$ cat src/rtl/dled_pkg.sv
package dled_pkg;

  // Actuators per direction
  localparam int MAX_ACTUATORS = 4;
  localparam int CNT_W         = 3;
  localparam int SLOT_W        = 2;
  localparam int RATE_W        = 16;

  // Q1.15 full scale and divider length
  localparam int          FRAC_W    = 16;
  localparam int          DIV_STEPS = 15;
  localparam int          STEP_W    = $clog2(DIV_STEPS);
  localparam logic [15:0] Q15_ONE   = 16'h8000;

  // Command queue between front and back
  localparam int QDEPTH = 2;
  localparam int QPTR_W = $clog2(QDEPTH);
  localparam int QCNT_W = $clog2(QDEPTH + 1);

  // Configuration register indexes
  localparam int CFG_IDX_W = 4;
  localparam logic [CFG_IDX_W-1:0] CFG_SETPOINT     = 4'd0;
  localparam logic [CFG_IDX_W-1:0] CFG_TARGET_RANGE = 4'd1;
  localparam logic [CFG_IDX_W-1:0] CFG_EDGE_OFFSET  = 4'd2;
  localparam logic [CFG_IDX_W-1:0] CFG_EDGE_LENGTH  = 4'd3;
  localparam logic [CFG_IDX_W-1:0] CFG_ENABLED      = 4'd4;
  localparam logic [CFG_IDX_W-1:0] CFG_INC_RATES    = 4'd5;
  localparam logic [CFG_IDX_W-1:0] CFG_DEC_RATES    = 4'd6;
  localparam logic [CFG_IDX_W-1:0] CFG_ACT_COUNTS   = 4'd7;

  // Input operations
  localparam logic OP_MEAS = 1'b0;
  localparam logic OP_TICK = 1'b1;

  // Result kinds and directions
  localparam logic KIND_STATE = 1'b0;
  localparam logic KIND_DRIVE = 1'b1;
  localparam logic DIR_INC    = 1'b0;
  localparam logic DIR_DEC    = 1'b1;

  typedef enum logic [1:0] {
    ST_UNDEF = 2'd0,
    ST_BAL   = 2'd1,
    ST_LOW   = 2'd2,
    ST_HIGH  = 2'd3
  } bal_t;

  typedef struct packed {
    logic               op;
    logic signed [31:0] measured_value;
  } in_t;

  typedef struct packed {
    logic              kind;
    bal_t              balance_state;
    logic [SLOT_W-1:0] actuator_slot;
    logic              direction;
    logic [15:0]       drive_level;
    logic              last;
  } out_t;

  typedef struct packed {
    logic signed [31:0] setpoint;
    logic [30:0]        target_range;
    logic [30:0]        edge_offset;
    logic [30:0]        edge_length;
    logic               enabled;
    logic [63:0]        increase_rates;
    logic [63:0]        decrease_rates;
    logic [5:0]         actuator_counts;
  } cfg_t;

  // Work handed from front to back
  typedef struct packed {
    logic               kind;
    bal_t               state;
    logic signed [31:0] meas;
  } cmd_t;

  // Saturate an actuator count field
  function automatic logic [CNT_W-1:0] sat_count(input logic [CNT_W-1:0] c);
    logic [CNT_W-1:0] lim;
    lim = CNT_W'(MAX_ACTUATORS);
    return (c > lim) ? lim : c;
  endfunction

endpackage

$ cat src/rtl/dled_fifo.sv
module dled_fifo (
  input  logic            clk,
  input  logic            rst_n,
  input  logic            push,
  input  dled_pkg::cmd_t  wdata,
  output logic            full,
  input  logic            pop,
  output dled_pkg::cmd_t  rdata,
  output logic            empty
);
  import dled_pkg::*;

  cmd_t              mem_r [QDEPTH];
  logic [QPTR_W-1:0] wptr_r, wptr_nxt;
  logic [QPTR_W-1:0] rptr_r, rptr_nxt;
  logic [QCNT_W-1:0] cnt_r, cnt_nxt;
  logic              do_push, do_pop;

  assign full    = (cnt_r == QCNT_W'(QDEPTH));
  assign empty   = (cnt_r == '0);
  assign do_push = push && !full;
  assign do_pop  = pop && !empty;
  assign rdata   = mem_r[rptr_r];

  // Advance pointers with wrap at the depth
  always_comb begin
    wptr_nxt = wptr_r;
    rptr_nxt = rptr_r;
    cnt_nxt  = cnt_r;
    if (do_push) begin
      wptr_nxt = (wptr_r == QPTR_W'(QDEPTH - 1)) ? '0 : wptr_r + 1'b1;
    end
    if (do_pop) begin
      rptr_nxt = (rptr_r == QPTR_W'(QDEPTH - 1)) ? '0 : rptr_r + 1'b1;
    end
    if (do_push && !do_pop) begin
      cnt_nxt = cnt_r + 1'b1;
    end else if (do_pop && !do_push) begin
      cnt_nxt = cnt_r - 1'b1;
    end
  end

  always_ff @(posedge clk) begin
    if (!rst_n) begin
      wptr_r <= '0;
      rptr_r <= '0;
      cnt_r  <= '0;
    end else begin
      wptr_r <= wptr_nxt;
      rptr_r <= rptr_nxt;
      cnt_r  <= cnt_nxt;
    end
  end

  // Store entries
  always_ff @(posedge clk) begin
    if (do_push) begin
      mem_r[wptr_r] <= wdata;
    end
  end

endmodule

$ cat src/rtl/dled_front.sv
module dled_front (
  input  logic            clk,
  input  logic            rst_n,
  input  dled_pkg::cfg_t  cfg,
  input  logic            in_push,
  input  dled_pkg::in_t   in_data,
  output logic            in_full,
  output logic            q_push,
  output dled_pkg::cmd_t  q_wdata,
  input  logic            q_full
);
  import dled_pkg::*;

  bal_t               bal_r, bal_nxt;
  logic signed [31:0] meas_r, meas_nxt;
  logic               accept;
  logic signed [33:0] m2, s2, r2, lo, hi;
  bal_t               cls;

  assign in_full = q_full;
  assign accept  = in_push && !q_full;

  // Classify against the band at double scale
  always_comb begin
    m2 = {in_data.measured_value[31], in_data.measured_value, 1'b0};
    s2 = {cfg.setpoint[31], cfg.setpoint, 1'b0};
    r2 = $signed({3'b000, cfg.target_range});
    lo = s2 - r2;
    hi = s2 + r2;
    if (m2 > lo && m2 < hi) begin
      cls = ST_BAL;
    end else if (in_data.measured_value > cfg.setpoint) begin
      cls = ST_HIGH;
    end else begin
      cls = ST_LOW;
    end
  end

  // Update state and hand work to the back end
  always_comb begin
    bal_nxt       = bal_r;
    meas_nxt      = meas_r;
    q_push        = 1'b0;
    q_wdata.kind  = KIND_STATE;
    q_wdata.state = cls;
    q_wdata.meas  = meas_r;
    if (accept) begin
      if (in_data.op == OP_MEAS) begin
        meas_nxt = in_data.measured_value;
        if (cfg.enabled) begin
          bal_nxt = cls;
          q_push  = (cls != bal_r);
        end
      end else begin
        q_wdata.kind  = KIND_DRIVE;
        q_wdata.state = bal_r;
        q_push        = cfg.enabled && (bal_r == ST_LOW || bal_r == ST_HIGH);
      end
    end
  end

  always_ff @(posedge clk) begin
    if (!rst_n) begin
      bal_r  <= ST_UNDEF;
      meas_r <= '0;
    end else begin
      bal_r  <= bal_nxt;
      meas_r <= meas_nxt;
    end
  end

endmodule

$ cat src/rtl/dled_back.sv
module dled_back (
  input  logic            clk,
  input  logic            rst_n,
  input  dled_pkg::cfg_t  cfg,
  input  logic            q_empty,
  input  dled_pkg::cmd_t  q_rdata,
  output logic            q_pop,
  output logic            out_empty,
  input  logic            out_pop,
  output dled_pkg::out_t  out_data
);
  import dled_pkg::*;

  typedef enum logic [6:0] {
    S_IDLE = 7'b0000001,
    S_DIFF = 7'b0000010,
    S_MAG  = 7'b0000100,
    S_OFF  = 7'b0001000,
    S_CMP  = 7'b0010000,
    S_DIV  = 7'b0100000,
    S_EMIT = 7'b1000000
  } st_t;

  st_t                st_r, st_nxt;
  cmd_t               cmd_r, cmd_nxt;
  logic signed [32:0] d_r, d_nxt;
  logic [32:0]        x_r, x_nxt;
  logic signed [33:0] diff_r, diff_nxt;
  logic [FRAC_W-1:0]  frac_r, frac_nxt;
  logic [30:0]        rem_r, rem_nxt;
  logic [DIV_STEPS-1:0] q_r, q_nxt;
  logic [STEP_W-1:0]  step_r, step_nxt;
  logic [SLOT_W-1:0]  slot_r, slot_nxt;
  logic [CNT_W-1:0]   cnt_r, cnt_nxt;
  out_t               out_r, out_nxt;
  logic               oval_r, oval_nxt;
  logic               out_free;
  logic [CNT_W-1:0]   cnt_sel;
  logic [31:0]        rem_sh;
  logic               ge;
  logic [RATE_W-1:0]  rate;
  logic [31:0]        prod;
  logic               is_last;

  assign out_empty = !oval_r;
  assign out_data  = out_r;
  assign out_free  = !oval_r || out_pop;
  assign q_pop     = (st_r == S_IDLE) && !q_empty;

  // Count and rate of the direction in use
  always_comb begin
    if (q_rdata.state == ST_HIGH) begin
      cnt_sel = sat_count(cfg.actuator_counts[5:3]);
    end else begin
      cnt_sel = sat_count(cfg.actuator_counts[2:0]);
    end
    if (cmd_r.state == ST_HIGH) begin
      rate = cfg.decrease_rates[{slot_r, 4'b0000} +: RATE_W];
    end else begin
      rate = cfg.increase_rates[{slot_r, 4'b0000} +: RATE_W];
    end
    prod    = frac_r * rate;
    is_last = (CNT_W'(slot_r) + 1'b1) == cnt_r;
    rem_sh  = {rem_r, 1'b0};
    ge      = rem_sh >= {1'b0, cfg.edge_length};
  end

  // Sequence one command
  always_comb begin
    st_nxt   = st_r;
    cmd_nxt  = cmd_r;
    d_nxt    = d_r;
    x_nxt    = x_r;
    diff_nxt = diff_r;
    frac_nxt = frac_r;
    rem_nxt  = rem_r;
    q_nxt    = q_r;
    step_nxt = step_r;
    slot_nxt = slot_r;
    cnt_nxt  = cnt_r;
    out_nxt  = out_r;
    oval_nxt = oval_r && !out_pop;
    case (st_r)
      S_IDLE: begin
        if (!q_empty) begin
          cmd_nxt  = q_rdata;
          cnt_nxt  = cnt_sel;
          slot_nxt = '0;
          if (q_rdata.kind == KIND_STATE) begin
            st_nxt = S_EMIT;
          end else if (cnt_sel != '0) begin
            st_nxt = S_DIFF;
          end
        end
      end
      S_DIFF: begin
        d_nxt  = $signed({cmd_r.meas[31], cmd_r.meas}) -
                 $signed({cfg.setpoint[31], cfg.setpoint});
        st_nxt = S_MAG;
      end
      S_MAG: begin
        x_nxt  = d_r[32] ? 33'(-d_r) : 33'(d_r);
        st_nxt = S_OFF;
      end
      S_OFF: begin
        diff_nxt = $signed({1'b0, x_r}) - $signed({3'b000, cfg.edge_offset});
        st_nxt   = S_CMP;
      end
      S_CMP: begin
        // Step edge, below the edge, beyond the edge, or divide
        if (cfg.edge_length == '0) begin
          frac_nxt = diff_r[33] ? '0 : Q15_ONE;
          st_nxt   = S_EMIT;
        end else if (diff_r[33] || diff_r == '0) begin
          frac_nxt = '0;
          st_nxt   = S_EMIT;
        end else if (diff_r[32:0] >= {2'b00, cfg.edge_length}) begin
          frac_nxt = Q15_ONE;
          st_nxt   = S_EMIT;
        end else begin
          rem_nxt  = diff_r[30:0];
          q_nxt    = '0;
          step_nxt = '0;
          st_nxt   = S_DIV;
        end
      end
      S_DIV: begin
        rem_nxt  = ge ? 31'(rem_sh - {1'b0, cfg.edge_length}) : rem_sh[30:0];
        q_nxt    = {q_r[DIV_STEPS-2:0], ge};
        step_nxt = step_r + 1'b1;
        if (step_r == STEP_W'(DIV_STEPS - 1)) begin
          frac_nxt = {1'b0, q_nxt};
          st_nxt   = S_EMIT;
        end
      end
      S_EMIT: begin
        if (out_free) begin
          oval_nxt              = 1'b1;
          out_nxt.balance_state = cmd_r.state;
          if (cmd_r.kind == KIND_STATE) begin
            out_nxt.kind          = KIND_STATE;
            out_nxt.actuator_slot = '0;
            out_nxt.direction     = DIR_INC;
            out_nxt.drive_level   = '0;
            out_nxt.last          = 1'b1;
            st_nxt                = S_IDLE;
          end else begin
            out_nxt.kind          = KIND_DRIVE;
            out_nxt.actuator_slot = slot_r;
            out_nxt.direction     = (cmd_r.state == ST_HIGH) ? DIR_DEC : DIR_INC;
            out_nxt.drive_level   = prod[30:15];
            out_nxt.last          = is_last;
            slot_nxt              = slot_r + 1'b1;
            if (is_last) begin
              st_nxt = S_IDLE;
            end
          end
        end
      end
      default: begin
        st_nxt = S_IDLE;
      end
    endcase
  end

  always_ff @(posedge clk) begin
    if (!rst_n) begin
      st_r   <= S_IDLE;
      oval_r <= 1'b0;
    end else begin
      st_r   <= st_nxt;
      oval_r <= oval_nxt;
    end
  end

  // Hold work and result payload
  always_ff @(posedge clk) begin
    cmd_r  <= cmd_nxt;
    d_r    <= d_nxt;
    x_r    <= x_nxt;
    diff_r <= diff_nxt;
    frac_r <= frac_nxt;
    rem_r  <= rem_nxt;
    q_r    <= q_nxt;
    step_r <= step_nxt;
    slot_r <= slot_nxt;
    cnt_r  <= cnt_nxt;
    out_r  <= out_nxt;
  end

`ifndef ASSERT_OFF
  a_slot_in_range: assert property (@(posedge clk) disable iff (!rst_n)
    (st_r == S_EMIT && cmd_r.kind == KIND_DRIVE) |-> (CNT_W'(slot_r) < cnt_r))
    else $error("drive slot beyond actuator count");

  a_frac_bound: assert property (@(posedge clk) disable iff (!rst_n)
    (st_r == S_EMIT && cmd_r.kind == KIND_DRIVE) |-> (frac_r <= Q15_ONE))
    else $error("edge fraction above full scale");

  a_rem_bound: assert property (@(posedge clk) disable iff (!rst_n)
    (st_r == S_DIV) |-> ({1'b0, rem_r} < {1'b0, cfg.edge_length}))
    else $error("divider remainder not below edge length");

  a_div_exit: assert property (@(posedge clk) disable iff (!rst_n)
    (st_r == S_DIV && step_r == STEP_W'(DIV_STEPS - 1)) |=> (st_r == S_EMIT))
    else $error("divider did not finish into emit");
`endif

endmodule

$ cat src/rtl/deadband_linear_edge_drive_top.sv
// Deadband balancer with a linear-edge drive. The front end takes a measurement
// word, stores the value, classifies it against the band round the setpoint
// and, while enabled, queues a state-change word when the state moves. A tick
// word in a driving state goes to the back end, which finds the edge fraction
// with its 15-step shift-subtract divider when the value lies on the ramp and
// skips the divider when it lies off the ramp or the edge is a step; each
// actuator slot costs one Q1.15 multiply. A tick with no actuators yields no
// result. A two-entry command queue sits between front and back, and a result
// register holds the oldest result until popped. The configuration port is
// always ready and must be written only while the block is idle.
module deadband_linear_edge_drive_top (
  input  logic                                clk,
  input  logic                                rst_n,
  input  logic                                in_push,
  input  dled_pkg::in_t                       in_data,
  output logic                                in_full,
  output logic                                out_empty,
  input  logic                                out_pop,
  output dled_pkg::out_t                      out_data,
  input  logic                                cfg_valid,
  output logic                                cfg_ready,
  input  logic [dled_pkg::CFG_IDX_W-1:0]      cfg_index,
  input  logic [63:0]                         cfg_data
);
  import dled_pkg::*;

  cfg_t cfg_r, cfg_nxt;
  logic q_push, q_full, q_pop, q_empty;
  cmd_t q_wdata, q_rdata;

  assign cfg_ready = 1'b1;

  // Decode configuration writes, drop unknown indexes
  always_comb begin
    cfg_nxt = cfg_r;
    if (cfg_valid) begin
      case (cfg_index)
        CFG_SETPOINT:     cfg_nxt.setpoint        = $signed(cfg_data[31:0]);
        CFG_TARGET_RANGE: cfg_nxt.target_range    = cfg_data[30:0];
        CFG_EDGE_OFFSET:  cfg_nxt.edge_offset     = cfg_data[30:0];
        CFG_EDGE_LENGTH:  cfg_nxt.edge_length     = cfg_data[30:0];
        CFG_ENABLED:      cfg_nxt.enabled         = cfg_data[0];
        CFG_INC_RATES:    cfg_nxt.increase_rates  = cfg_data;
        CFG_DEC_RATES:    cfg_nxt.decrease_rates  = cfg_data;
        CFG_ACT_COUNTS:   cfg_nxt.actuator_counts = cfg_data[5:0];
        default: begin
        end
      endcase
    end
  end

  always_ff @(posedge clk) begin
    if (!rst_n) begin
      cfg_r <= '0;
    end else begin
      cfg_r <= cfg_nxt;
    end
  end

  dled_front u_front (
    .clk     (clk),
    .rst_n   (rst_n),
    .cfg     (cfg_r),
    .in_push (in_push),
    .in_data (in_data),
    .in_full (in_full),
    .q_push  (q_push),
    .q_wdata (q_wdata),
    .q_full  (q_full)
  );

  dled_fifo u_fifo (
    .clk   (clk),
    .rst_n (rst_n),
    .push  (q_push),
    .wdata (q_wdata),
    .full  (q_full),
    .pop   (q_pop),
    .rdata (q_rdata),
    .empty (q_empty)
  );

  dled_back u_back (
    .clk       (clk),
    .rst_n     (rst_n),
    .cfg       (cfg_r),
    .q_empty   (q_empty),
    .q_rdata   (q_rdata),
    .q_pop     (q_pop),
    .out_empty (out_empty),
    .out_pop   (out_pop),
    .out_data  (out_data)
  );

endmodule

$ cat config.mk
export PLATFORM = sky130hd
export DESIGN_NAME = deadband_linear_edge_drive_top
export DESIGN_NICKNAME = d
export VERILOG_FILES = /design/src/rtl/dled_pkg.sv /design/src/rtl/dled_fifo.sv /design/src/rtl/dled_front.sv /design/src/rtl/dled_back.sv /design/src/rtl/deadband_linear_edge_drive_top.sv
export SDC_FILE = /design/constraint.sdc
export NUM_CORES = 2
export LEC_CHECK = 0
export ABC_AREA = 1
export BUFFER_PORTS_ARGS = -buffer_cell sky130_fd_sc_hd__buf_2
export CAP_MARGIN = 30
export CORE_MARGIN = 2
export CORE_UTILIZATION = 35
export CTS_CLUSTER_DIAMETER = 40
export DETAILED_ROUTE_END_ITERATION = 8
export SLEW_MARGIN = 15
export SYNTH_ARGS = -nofsm -noshare
export SYNTH_HDL_FRONTEND = slang
export SYNTH_SLANG_ARGS = --single-unit
$ cat constraint.sdc
create_clock -name clk -period 7.15 [get_ports clk]
set_input_delay 0 -clock clk [delete_from_list [all_inputs] [get_ports clk]]
set_output_delay 0 -clock clk [all_outputs]
set_load 0.01 [all_outputs]
Yosys cells after proc, flatten, opt, wreduce, memory -nomap -nowiden:

Memory sizes are Yosys's and may differ from the RTL's. A register that Yosys moved wholly into a read port is not among the register bits.
Cells that the tools add are included.

* flip-flop bits (word level): 534
* memory bits (writable): 70
* output and inout port bits: 26
* logic and storage cells: 192
* memories kept: 1

* $add $sub $neg: 13
* multiply operators: 1
* $lt $le $gt $ge: 7
* equal/unequal tests: 32
* shift-type cells: 2
* muxes and demuxes: 58
* bitwise logic cells: 2
* reduce and logical (&&, ||, !) cells: 42

Memories
* u_fifo.mem_r: depth 2, width 35, read ports 1, clocked after Yosys merged registers in 1, wr ports 1, line dled_fifo.sv:13 `cmd_t mem_r [QDEPTH];`

Operators with widths (number)
* $shiftx 64x7->16: 2
* $mux 31: 4
* $mux 16: 6
* $mux 7: 10
* $pmux 31 s2: 1
* $pmux 7 s7: 1
* $mux 14: 3
* $add 33x32->34: 1
* $gt 33x34->1: 1
* $logic_not 34->1: 1
* $lt 33x34->1: 1
* $sub 33x31->34: 1
* $sub 33x32->34: 1
* $ge 33x31->1: 1
* $neg 33->33: 1
* $sub 32x32->33: 1
* $ge 32x31->1: 1
* $gt 32x32->1: 1
* $mux 32: 1
* $pmux 16 s2: 1
* $logic_not 31->1: 1
* $mul 16x16->31: 1
* $sub 31x31->31: 1
* $pmux 14 s2: 1
* other kinds (42): 113

Longest topological paths before layout:

* word-level depth: 13
* depth in mapped cells: 40
* mapped depth without buffers: 39

Hierarchy:

Synthesis repeated with hierarchy kept, for this count alone.

* cell total of the unflattened synthesis: 5948
* area, all modules: 45544.9 sq um

Modules (own cells, without submodules)
* dled_back: instances 1, cells an instance 3103, area each 25035.3 sq um, seq. area each 7006.7 sq um
* deadband_linear_edge_drive_top: instances 1, cells an instance 1546, area each 10326.2 sq um, seq. area each 5205.0 sq um
* dled_front: instances 1, cells an instance 1152, area each 7258.2 sq um, seq. area each 680.7 sq um
* dled_fifo: instances 1, cells an instance 147, area each 2925.3 sq um, seq. area each 2202.1 sq um

Worst setup path before layout:

OpenSTA, ideal clock, no wires.

* path type: reg2reg
* start point: register u_back.cmd_r[32] (netlist name)
* end point: register u_back.out_r, in the netlist u_back.out_data[6] (data pin)
* setup time: 0.261 ns
* data arrival time: 6.262 ns
* data required time: 6.889 ns
* setup slack: 0.627 ns
* stages on the path, launching flop included: 32
* path buffers: 4
* clock period less this slack: 6.523 ns
* cell sequence: edfxtp_1 -> nand2_2 -> buf_6 -> buf_4 -> buf_2 -> nand2_1 -> a32o_1 -> nand2_1 -> o21ai_0 -> inv_1 -> buf_2 -> nand2_1 -> fa_1 -> inv_1 -> fa_1 -> inv_1 -> fa_1 -> inv_1 -> fa_1 -> inv_1 -> fa_1 -> inv_1 -> fa_1 -> ha_1 -> a21oi_1 -> o21ai_0 -> a21oi_1 -> inv_1 -> a21oi_1 -> o21ai_0 -> o21ai_0 -> a21oi_1

* cells in the longest elaborated chain, start to end: 3

Ends and longest elaborated chain
* start, declared: line dled_back.sv:25 `cmd_t cmd_r, cmd_nxt;`
* start signal, assigned: line dled_back.sv:178 `cmd_r <= cmd_nxt;`
* $eq 2x2->1: line dled_back.sv:57 `if (cmd_r.state == ST_HIGH) begin`
* $mux 16: line dled_back.sv:57
* $mul 16x16->31: line dled_back.sv:62 `prod = frac_r * rate;`
* end signal, assigned: line dled_back.sv:188 `out_r <= out_nxt;`
* end, declared: line dled_back.sv:35 `out_t out_r, out_nxt;`

Every way passes these cells.
A chain may end at the register's enable or synchronous reset.

Worst setup path in the final report:

* start point: register u_back.cmd_r[32] (netlist name)
* end point: register u_back.out_r, in the netlist u_back.out_data[4] (data pin)

The elaborated chain is that of the path after synthesis.

==> results.txt <==
The flow ran to the end, and the final reports show no timing, DRC or antenna violations. Setup violations remaining at the end of the flow were counted as 0. The global-route wire length before repair is 205 mm, and the post-synthesis average cell area is 8.09 µm². The first detailed-routing pass ran for 6 iterations. The worst hold path passes through 4 cells. Total routing usage reported by global routing: 20.7%. Count of clock tree sinks: 605.

The core region is 0.123 mm². The largest net degree at the start of global routing is 118. The H-tree was split into 3 levels. Synthesis handed over a netlist of 5,355 instances. Critical path's most frequent cell: nand2_1. Detailed placement ended at an HPWL of 101 mm.

Die boundary height: 356 µm. The worst setup path is captured at a flop. The final route contains 36,800 vias.

The floorplan has 129 rows. Of the available clock period, the critical path in the final layout requires 94.1%. For this run, the number of Yosys warnings is 0. The number of endpoints with negative hold slack in the final report was 0; the area overhead of the layout relative to synthesis was 16.3%. Highest cell delay on the worst timing path: 0.55 ns. The congestion estimate from routability-driven global placement came to 0.970.

The min-delay analysis places its worst path in the category input port to flop. The data arrival at the endpoint of the critical path is 7.15 ns. For the max-cap check violation count, the log shows 0. In the routed layout, each cell is associated on average with a via count of 5.03. After synthesis the netlist holds a flip-flop and latch count of 605.

Cells with a size suffix above 1 make up 8.53% of the layout. The run gives 0.0433 mm² as the synthesized area. Once the floorplan was initialized, standard cells occupied 35.1% of the core.

The largest fanout of any net on the critical path is 14, and the number of nets in the layout is 6,282. The routed design uses 5.45 mm of met3 wire. In this run the horizontal extent of the chip is 356 µm.

The primary flip-flop cell chosen by synthesis mapping is dfxtp_1. The transition at the pin with the smallest max-transition slack works out to 0.885 ns. Cell at the root of the clock tree: clkbuf_16. In the layout the commonest cells are 881 x nand2_1, 792 x inv_1, 672 x nor2_1. The worst-case clock buffer depth is 3. The remaining global-route overflow was 0.

Yosys mapped a number of flops with a built-in enable equal to 298. The worst setup path is launched from a flop. The worst slew margin relative to its limit came out at 40.4%. Counting cells, the worst reg-to-reg path comes to 29.

The endpoint required time on the critical path was 7.57 ns; the clock transition at the register clock pins on the worst setup and hold paths after CTS was 0.06 ns. The die covers 0.127 mm². Buffers placed on the I/O ports in this run total 130. In the synthesized netlist the async set-or-reset flop fraction comes to 0%. Timing would allow up to 149 MHz. The initial antenna violation count is 8. The most frequent standard cell in the layout excluding fill and tap cells is nand2_1. The logs give 2,584 for the number of DRC markers after the initial detailed-route iteration and 0 for the number of nets with antenna violations after detailed routing. For the post-detailed-routing wire length, the log shows 131 mm. Of all cell types, the one taking the most synthesized area is edfxtp_1. The post-synth net total is 6,042, and the sequential share of the synthesized area is 34.8%. Sorting the synthesized cells by area gives the leading types as edfxtp_1 21%, dfxtp_1 14%, ha_1 11%, fa_1 9.1%, nand2_1 7.6%. The I/O pin total was 132. After detailed routing, the number of remaining DRC violations is 0.

Total clock buffers created by CTS: 93. TritonCTS built the clock tree. The critical path is of the flop to flop type. Time the final worst path needs with I/O delays and setup: 6.73 ns. For the worst-skew pair, the clock arrives at the later sink with an insertion delay of 0.70 ns.

In the final routed layout, each cell accounts on average for 18.0 µm. The library cell contributing the largest single delay on the critical path was fa_1. The number of slew-limit violations in the final report was 0. The detailed router used layers up to and including met5. Yosys mapped the design onto 63 distinct sky130hd cell types. The logs give 37,000 for the number of global-route vias before repair and 62.0 mm for the wire length on met2. The final worst clock skew came out at 0.0400 ns. Cells fill 40.9% of the core in the end. The routed length on met1 was 58.1 mm. The synthesized design devotes to its leading area cell type 20.6% of total area.
## layout make-up
class                           instances  area [µm²]
Fill cell                           12500       72900
Multi-Input combinational cell       3760       24500
Sequential cell                       605       15100
Inverter                              808        3040
Timing Repair Buffer                  327        2570
Clock buffer                          107        2470
Tap cell                             1637        2050
Clock inverter                         67         698
Antenna cell                            1        2.50
## flip-flops by register name, summed over array words and instances (netlist names), 16 cells and up, named ones only
signal / count
cfg_r: 260
u_back.cmd_r: 35
u_back.d_r: 33
u_back.diff_r: 34
u_back.frac_r: 16
u_back.out_data: 23
u_back.rem_r: 31
u_back.x_r: 33
u_fifo.mem_r: 70
u_front.meas_r: 32
## worst max-delay path: cells and delay by family, from the launching register on
kind / cells / cell delay, ns
adders and majority gates: 7 / 3.39
AOI/OAI and AO/OA: 3 / 0.56
DFF: 1 / 0.41
and+or+nand+nor: 11 / 1.21
buffers and inverters: 8 / 0.92
## cell families (layout without fill, tap and decap cells)
| group | after synthesis | in the layout | share of synthesized area, % |
|---|---|---|---|
| AND/OR/NAND/NOR | 1824 | 1824 | 17.1 |
| AO/OA/AOI/OAI | 1145 | 1145 | 14.7 |
| XOR/XNOR | 177 | 177 | 3.58 |
| multiplexers | 32 | 32 | 0.831 |
| other | 1 | 2 | 0.00865 |
| flip-flops | 605 | 605 | 34.8 |
| adder cells (fa/ha/maj) | 581 | 581 | 20.2 |
| buffers and inverters | 990 | 1309 | 8.85 |
## path summary, 6_finish.rpt
| path | startpoint | endpoint | slack (ns) |
|---|---|---|---|
| setup / recovery | u_back.cmd_r[32]$_DFFE_PP_ | u_back.out_data[4]$_SDFFCE_PN0P_ | 0.42 |
| hold / removal | cfg_data[32] | cfg_r[38]$_SDFFE_PN0P_ | 0.11 |
| setup reg to reg | u_back.cmd_r[32]$_DFFE_PP_ | u_back.out_data[4]$_SDFFCE_PN0P_ | 0.42 |
| hold reg to reg | u_front.meas_r[24]$_SDFFE_PN0P_ | u_fifo.mem_r[1][24]$_DFFE_PP_ | 0.45 |
## Yosys cell counts, types with 9 or more instances
| cell type | count |
|---|---|
| nor4_1 | 35 |
| o21ai_1 | 17 |
| a21oi_1 | 479 |
| a21o_1 | 24 |
| a32o_1 | 28 |
| edfxtp_1 | 298 |
| ha_1 | 384 |
| dfxtp_1 | 307 |
| nand3_1 | 98 |
| inv_1 | 793 |
| fa_1 | 197 |
| xnor2_1 | 45 |
| nor3_1 | 42 |
| o21bai_1 | 10 |
| xor2_1 | 132 |
| nor2_1 | 677 |
| mux2_2 | 32 |
| buf_2 | 40 |
| nand2_1 | 882 |
| clkbuf_1 | 124 |
| o21a_1 | 22 |
| o211ai_1 | 19 |
| o21ai_2 | 13 |
| o21ai_0 | 448 |
| a31oi_1 | 26 |
| or2_2 | 9 |
| nand4_1 | 46 |
## layer usage
layer | global-route usage [%] | vias up
li1 | - | 18100
met1 | 26.6 | 17600
met2 | 35.1 | 805
met3 | 2.41 | 231
met4 | 9.06 | 2
met5 | 0 | -
## stage by stage
stage | TNS [ns] | hold slack [ns] | cell area, µm² | worst slack, ns | std cells
finish | 0 | 0.111 | 50400 | 0.422 | 7312
global route | -0.00142 | 0.125 | 50400 | -0.00142 | 7311
detailed placement | 0 | 0.251 | 45900 | 0.270 | 7013
floorplan | 0 | 0.135 | 43300 | 0.627 | 5355
CTS | 0 | 0.0571 | 50300 | 0.258 | 7307
global placement | 0 | 0.245 | 45900 | 0.240 | 7013
## repair_timing
action | 4_1_cts | 5_1_grt
endpoints found under the hold margin | 303 | 0
gates resized for setup | 0 | 13
hold buffers | 120 | 0
endpoints found under the setup margin | 0 | 10
setup buffers | 0 | 1
Power is not shown: default switching activity piles up to over one toggle a cycle in this logic, so the estimate is an artifact.
